===== src/rtl/core/pcmf_pkg.sv =====
// Package for the PCM to float32 sample converter.
// Holds register indexes, field widths and the gathered-sample struct; no dependencies.
package pcmf_pkg;
  localparam int unsigned CfgIdxW = 2;
  localparam logic [CfgIdxW-1:0] REG_BYTES_PER_SAMPLE = 2'd0;
  localparam logic [CfgIdxW-1:0] REG_CHANNEL_COUNT    = 2'd1;
  localparam logic [CfgIdxW-1:0] REG_FRAME_COUNT      = 2'd2;

  typedef struct packed {
    logic [31:0] word;
    logic [2:0]  width;
    logic [2:0]  channel;
    logic        last;
  } sample_t;
endpackage


===== src/rtl/core/pcmf_gather.sv =====
// Byte gatherer: assembles little-endian bytes into samples and tracks channel and frame.
// Depends on pcmf_pkg.
module pcmf_gather #(
  parameter int unsigned MAX_CHANNELS = 8
) (
  input  logic             clk,
  input  logic             rst_n,
  input  logic             step,
  input  logic [7:0]       data_byte,
  input  logic [2:0]       bytes_per_sample,
  input  logic [3:0]       channel_count,
  input  logic [31:0]      frame_count,
  output logic             done,
  output pcmf_pkg::sample_t smp
);
  import pcmf_pkg::*;

  localparam int unsigned ChW = (MAX_CHANNELS > 1) ? $clog2(MAX_CHANNELS) : 1;

  logic [23:0]    partial_r, partial_nxt;
  logic [1:0]     pos_r, pos_nxt;
  logic [ChW-1:0] chan_r, chan_nxt;
  logic [31:0]    frames_r, frames_nxt;
  logic [2:0]     width;
  logic [6:0]     chans;
  logic [31:0]    word;
  logic           frame_end;

  always_comb begin
    width = bytes_per_sample;
    if (width == 3'd0) width = 3'd1;
    if (width > 3'd4) width = 3'd4;
    chans = {3'd0, channel_count};
    if (chans == 7'd0) chans = 7'd1;
    if (chans > 7'(MAX_CHANNELS)) chans = 7'(MAX_CHANNELS);
    word = {8'd0, partial_r} | ({24'd0, data_byte} << {pos_r, 3'd0});
    done = ({1'b0, pos_r} + 3'd1) >= width;
    frame_end = (7'(chan_r) + 7'd1) >= chans;
    partial_nxt = partial_r;
    pos_nxt = pos_r;
    chan_nxt = chan_r;
    frames_nxt = frames_r;
    if (step) begin
      if (!done) begin
        partial_nxt = word[23:0];
        pos_nxt = pos_r + 2'd1;
      end else begin
        partial_nxt = '0;
        pos_nxt = '0;
        if (frame_end) begin
          chan_nxt = '0;
          frames_nxt = frames_r + 32'd1;
        end else begin
          chan_nxt = chan_r + ChW'(1);
        end
      end
    end
    smp.word = word;
    smp.width = width;
    smp.channel = 3'(chan_r);
    smp.last = frame_end && (frame_count != 32'd0) && (frames_r == frame_count - 32'd1);
  end

  always_ff @(posedge clk) begin
    if (!rst_n) begin
      partial_r <= '0;
      pos_r <= '0;
      chan_r <= '0;
      frames_r <= '0;
    end else begin
      partial_r <= partial_nxt;
      pos_r <= pos_nxt;
      chan_r <= chan_nxt;
      frames_r <= frames_nxt;
    end
  end
endmodule


===== src/rtl/core/pcmf_convert.sv =====
// Integer to float32 converter with round to nearest even.
// Depends on pcmf_pkg.
module pcmf_convert (
  input  pcmf_pkg::sample_t smp,
  output logic [31:0]       fbits
);
  import pcmf_pkg::*;

  logic [31:0] val, mag, norm;
  logic [4:0]  p;
  logic [7:0]  expo;
  logic [24:0] mant;
  logic        guard, sticky;

  always_comb begin
    case (smp.width)
      3'd1:    val = {24'd0, smp.word[7:0]} - 32'd128;
      3'd2:    val = {{16{smp.word[15]}}, smp.word[15:0]};
      3'd3:    val = {{8{smp.word[23]}}, smp.word[23:0]};
      default: val = smp.word;
    endcase
    mag = val[31] ? (32'd0 - val) : val;
    p = '0;
    for (int i = 0; i < 32; i++) begin
      if (mag[i]) p = 5'(i);
    end
    norm = mag << (5'd31 - p);
    guard = norm[7];
    sticky = |norm[6:0];
    mant = {1'b0, norm[31:8]};
    if (guard && (sticky || norm[8])) mant = mant + 25'd1;
    expo = 8'd127 + {3'd0, p};
    if (mant[24]) begin
      expo = expo + 8'd1;
      mant = mant >> 1;
    end
    if (mag == 32'd0) fbits = '0;
    else fbits = {val[31], expo, mant[22:0]};
  end
endmodule


===== src/rtl/core/pcm_to_float_sample_converter_core.sv =====
// Top level of the PCM to float32 sample converter: config registers, gatherer, output stage.
// Depends on pcmf_pkg, pcmf_gather and pcmf_convert.
//
//   Channel | Dir | tdata / payload
//   in_     | in  | data_byte[7:0]
//   out_    | out | sample_float[31:0], channel_index[34:32]; tlast = last_sample
//   cfg_    | in  | index 0..2, data[31:0]
//
// A byte is taken per cycle if not stalled; a sample appears the cycle after its last byte.
// The output register parts the two sides: a new byte is taken while the result
// register is empty or being emptied. Reset is synchronous and restores defaults.
module pcm_to_float_sample_converter_core #(
  parameter int unsigned MAX_CHANNELS = 8
) (
  input  logic        clk,
  input  logic        rst_n,
  input  logic        in_tvalid,
  output logic        in_tready,
  input  logic [7:0]  in_tdata,   // [7:0] data_byte
  output logic        out_tvalid,
  input  logic        out_tready,
  output logic [39:0] out_tdata,  // [31:0] sample_float, [34:32] channel_index, rest zero
  output logic        out_tlast,
  input  logic        cfg_valid,
  output logic        cfg_ready,
  input  logic [pcmf_pkg::CfgIdxW-1:0] cfg_index,
  input  logic [31:0] cfg_data
);
  import pcmf_pkg::*;

  logic [2:0]  bps_r;
  logic [3:0]  chc_r;
  logic [31:0] frc_r;
  logic        step, done;
  sample_t     smp;
  logic [31:0] fbits;
  logic        ovalid_r;
  logic [31:0] ofloat_r;
  logic [2:0]  ochan_r;
  logic        olast_r;

  assign cfg_ready = 1'b1;
  assign in_tready = !ovalid_r || out_tready;
  assign step = in_tvalid && in_tready;

  pcmf_gather #(.MAX_CHANNELS(MAX_CHANNELS)) u_gather (
    .clk, .rst_n, .step, .data_byte(in_tdata),
    .bytes_per_sample(bps_r), .channel_count(chc_r), .frame_count(frc_r),
    .done, .smp
  );

  pcmf_convert u_convert (.smp, .fbits);

  always_ff @(posedge clk) begin
    if (!rst_n) begin
      bps_r <= 3'd2;
      chc_r <= 4'd2;
      frc_r <= '0;
      ovalid_r <= 1'b0;
    end else begin
      if (cfg_valid) begin
        case (cfg_index)
          REG_BYTES_PER_SAMPLE: bps_r <= cfg_data[2:0];
          REG_CHANNEL_COUNT:    chc_r <= cfg_data[3:0];
          REG_FRAME_COUNT:      frc_r <= cfg_data;
          default: ;
        endcase
      end
      if (step && done) ovalid_r <= 1'b1;
      else if (out_tready) ovalid_r <= 1'b0;
    end
    if (step && done) begin
      ofloat_r <= fbits;
      ochan_r <= smp.channel;
      olast_r <= smp.last;
    end
  end

  assign out_tvalid = ovalid_r;
  assign out_tdata = {5'd0, ochan_r, ofloat_r};
  assign out_tlast = olast_r;
endmodule


===== config.mk =====
export PLATFORM = sky130hd
export DESIGN_NAME = pcm_to_float_sample_converter_core
export DESIGN_NICKNAME = d
export VERILOG_FILES = /design/src/rtl/core/pcmf_pkg.sv /design/src/rtl/core/pcmf_gather.sv /design/src/rtl/core/pcmf_convert.sv /design/src/rtl/core/pcm_to_float_sample_converter_core.sv
export SDC_FILE = /design/constraint.sdc
export NUM_CORES = 1
export LEC_CHECK = 0
export BUFFER_PORTS_ARGS = -buffer_cell sky130_fd_sc_hd__buf_2
export CAP_MARGIN = 30
export CORE_MARGIN = 4
export CORE_UTILIZATION = 60
export CTS_BUF_LIST = sky130_fd_sc_hd__clkbuf_16
export CTS_CLUSTER_DIAMETER = 150
export DETAILED_ROUTE_END_ITERATION = 10
export GPL_TIMING_DRIVEN = 0
export PLACE_DENSITY = 0.89
export SETUP_SLACK_MARGIN = 0.1
export SYNTH_ARGS = -nofsm -noshare
export SYNTH_HDL_FRONTEND = slang
export SYNTH_SLANG_ARGS = --single-unit

===== constraint.sdc =====
create_clock -name clk -period 11 [get_ports clk]
set_input_delay 2.2 -clock clk [delete_from_list [all_inputs] [get_ports clk]]
set_output_delay 2.2 -clock clk [all_outputs]
set_load 0.05 [all_outputs]

==> results.ini <==
[run_status]
status=finished clean

[sta]
fin_crit_ns=10.34
finalMaxSlewViolations=0
hold_violations=0
min_period_over_period=0.940
grt_setup_unrepaired=no
clock_skew_ns=0.0159
final-setup-viol-count=0
slew_headroom=0.270
fmax_mhz=96.7
setup-tns-final_ns=0
worstMarginPinSlew_ns=1.09

[die]
die_y_um=153
start_util=0.615
core-area_mm2=0.0204
io_pins=91
die_area_mm2=0.0233
die_w_um=153
fp-row-count=52

[pwr]
peakVddDrop_v=0.000129
p_per_area_mw_per_mm2=286
p_leak_nw=5.20

[routing]
vias=13900
highest_layer=met4
first_pass_iters=8
via_per_inst=6.89
drt-met1-wl_um=17800
wirelength_um=45400
met2_length_um=20300
drtIter0Drc=1606
met3_length_um=5620
route.detailed.drc=0
wire_per_inst_um=22.6
ant_nets=0

[synthesis]
yosysWarnings=0
synth_top_cell_area_share=0.161
avgSynthCellArea_um2=7.75
synth_common_cells=157 x nand2_1, 143 x nor2_1, 103 x a21oi_1
yosys-top-cells-area=dfxtp_1 16%, edfxtp_1 8.6%, xnor2_1 5.4%, nand2_1 4.7%, nor2_1 4.3%
synth-edff-count=36
async_reset_ff_frac=0
ys_types=111
yosys_register_bits=137
yosys_most_used_dff=dfxtp_1
yosys.area.top_type=dfxtp_1
syn_inst=1622
synth_most_common_cell=nand2_1
syn_area_mm2=0.0126
synth-seq-area-share=0.247

[worst_setup_path]
required_ns=11.16
reg2regPathDepth=27
critPathBufInv=6
crit_cells=26
critPathCapture=ofloat_r[0]
crit_path_frequent_cell=buf_2
arrival_ns=10.50
rrSetupSlack_ns=2.12
startpoint=in_tdata[0]
critPathMaxStageDelay_ns=0.67
crit_path_start_kind=input pin
regToRegEndpoint=ofloat_r[0]
cp_top_family=compound AO/OA/AOI/OAI gates
critPathKind=in2reg
endpoint_kind=register
slowest_stage=a21boi_0
reg2reg_from=u_gather.pos_r[0]
path_max_fanout=10

[placement]
dp_hpwl_um=34900
port_buffers=83
place_area_mm2=0.0133
dp.cells=1979
gp_congestion=1.01

[clock_network]
cts_resized=0
post-cts-setup-buffers=0
cts_made_buffers=17
cts.sinks=137
path_clk_slew_ns=0.07
ctsRootBufferMaster=clkbuf_16
clock_latency_ns=0.44
cts_hold_buf=0
cts_tree=done
htreeDepth=4
clockBufferDepth=2

[global_routing]
grt_max_degree=40
grt_pass1_wl_um=71600
grtUsageTotal=0.376
grt_pass1_vias=13200
grt_overflow=0
grt_antenna_before_repair=0

[final_layout]
layout-drive-gt1-share=0.140
area_growth_pct=10.9
final_net_count=1791
fin_cells=2011
final_util=0.682
final_area_mm2=0.0139
antenna-diode-count=0

[min_path]
hold_class=reg2reg

[flow_run]
drv_cap=0

power breakdown:
group	switching [W]	leakage, nW	internal (W)
registers	0.0000246	1.15	0.000623
clock network	0.000301	0.297	0.000311
logic	0.00185	3.75	0.000871
sequential cells by signal (all words and copies together), names as in the netlist:
name / cells
bps_r: 3
out_tlast: 1
u_gather.pos_r: 2
u_gather.chan_r: 3
ochan_r: 3
u_gather.frames_r: 32
out_tvalid: 1
ofloat_r: 32
chc_r: 4
frc_r: 32
u_gather.partial_r: 24
cell families (layout without fill, tap and decap cells):
logic type / count (synthesis) / count (layout) / synth area share
flops: 137 / 137 / 0.247
fa+ha+maj: 16 / 16 / 0.0159
xor+xnor: 111 / 111 / 0.0774
compound gates: 494 / 494 / 0.291
mux: 44 / 44 / 0.0370
other cells: 2 / 6 / 0.000598
buf+inv: 128 / 243 / 0.0492
simple gates: 690 / 690 / 0.282
layout by cell type, fill, tap and decap left out, types with 15 or more instances in the layout:
| cell | netlist | layout |
|---|---|---|
| a211oi_1 | 26 | 26 |
| a21boi_0 | 46 | 46 |
| a21o_1 | 22 | 22 |
| a21oi_1 | 103 | 103 |
| a31oi_1 | 18 | 18 |
| and2_1 | 43 | 43 |
| buf_2 | 23 | 106 |
| buf_4 | 15 | 15 |
| clkbuf_1 | 51 | 51 |
| clkbuf_16 | 0 | 17 |
| dfxtp_1 | 101 | 101 |
| edfxtp_1 | 36 | 36 |
| ha_1 | 16 | 16 |
| inv_1 | 25 | 24 |
| mux2i_1 | 36 | 36 |
| nand2_1 | 157 | 157 |
| nand2b_1 | 15 | 15 |
| nand3_1 | 66 | 66 |
| nand4_1 | 26 | 26 |
| nor2_1 | 143 | 143 |
| nor3_1 | 83 | 83 |
| nor4_1 | 26 | 26 |
| o211ai_1 | 32 | 32 |
| o21ai_0 | 59 | 59 |
| o22ai_1 | 18 | 18 |
| or3_1 | 29 | 29 |
| xnor2_1 | 78 | 78 |
| xor2_1 | 33 | 33 |
metal layers:
layer	up-vias	global-route usage
met2	920	0.600
met1	6512	0.496
met3	162	0.0937
met5	-	0
met4	0	0.137
li1	6270	-
worst min-delay path, stage by stage, from the launching register on:
cell	delay, ns
dfxtp_1	0.33
a21oi_1	0.05
nor2_1	0.07
layout make-up:
type / instances / area [um2]
tap: 270 / 338
multi-input combinational: 1361 / 8860
fill: 1735 / 6490
buffer: 101 / 517
clock buffer: 17 / 425
sequential: 137 / 3100
clock inverter: 15 / 181
timing repair buffer: 83 / 415
inverter: 27 / 101
worst min path at each step:
stage | start | to | slack [ns] | cells after the start
after global routing | u_gather.partial_r[8] | u_gather.partial_r[8] | 0.50 | 2
final | u_gather.partial_r[14] | u_gather.partial_r[14] | 0.48 | 2
after floorplan | u_gather.partial_r[11] | u_gather.partial_r[11] | 0.43 | 2
after CTS | u_gather.partial_r[14] | u_gather.partial_r[14] | 0.47 | 2
after global placement | u_gather.partial_r[14] | u_gather.partial_r[14] | 0.45 | 2
after detailed placement | u_gather.partial_r[14] | u_gather.partial_r[14] | 0.45 | 2
stage by stage:
stage	hold slack, ns	total power (W)	setup slack [ns]
floorplan	0.431	0.00258	2.73
CTS	0.470	0.00387	1.02
detailed placement	0.451	0.00326	0.594
global placement	0.449	0.00325	0.673
finish	0.479	0.00398	0.660
global route	0.503	0.00417	0.232
Note: power is estimated with default switching activity, not from simulation.
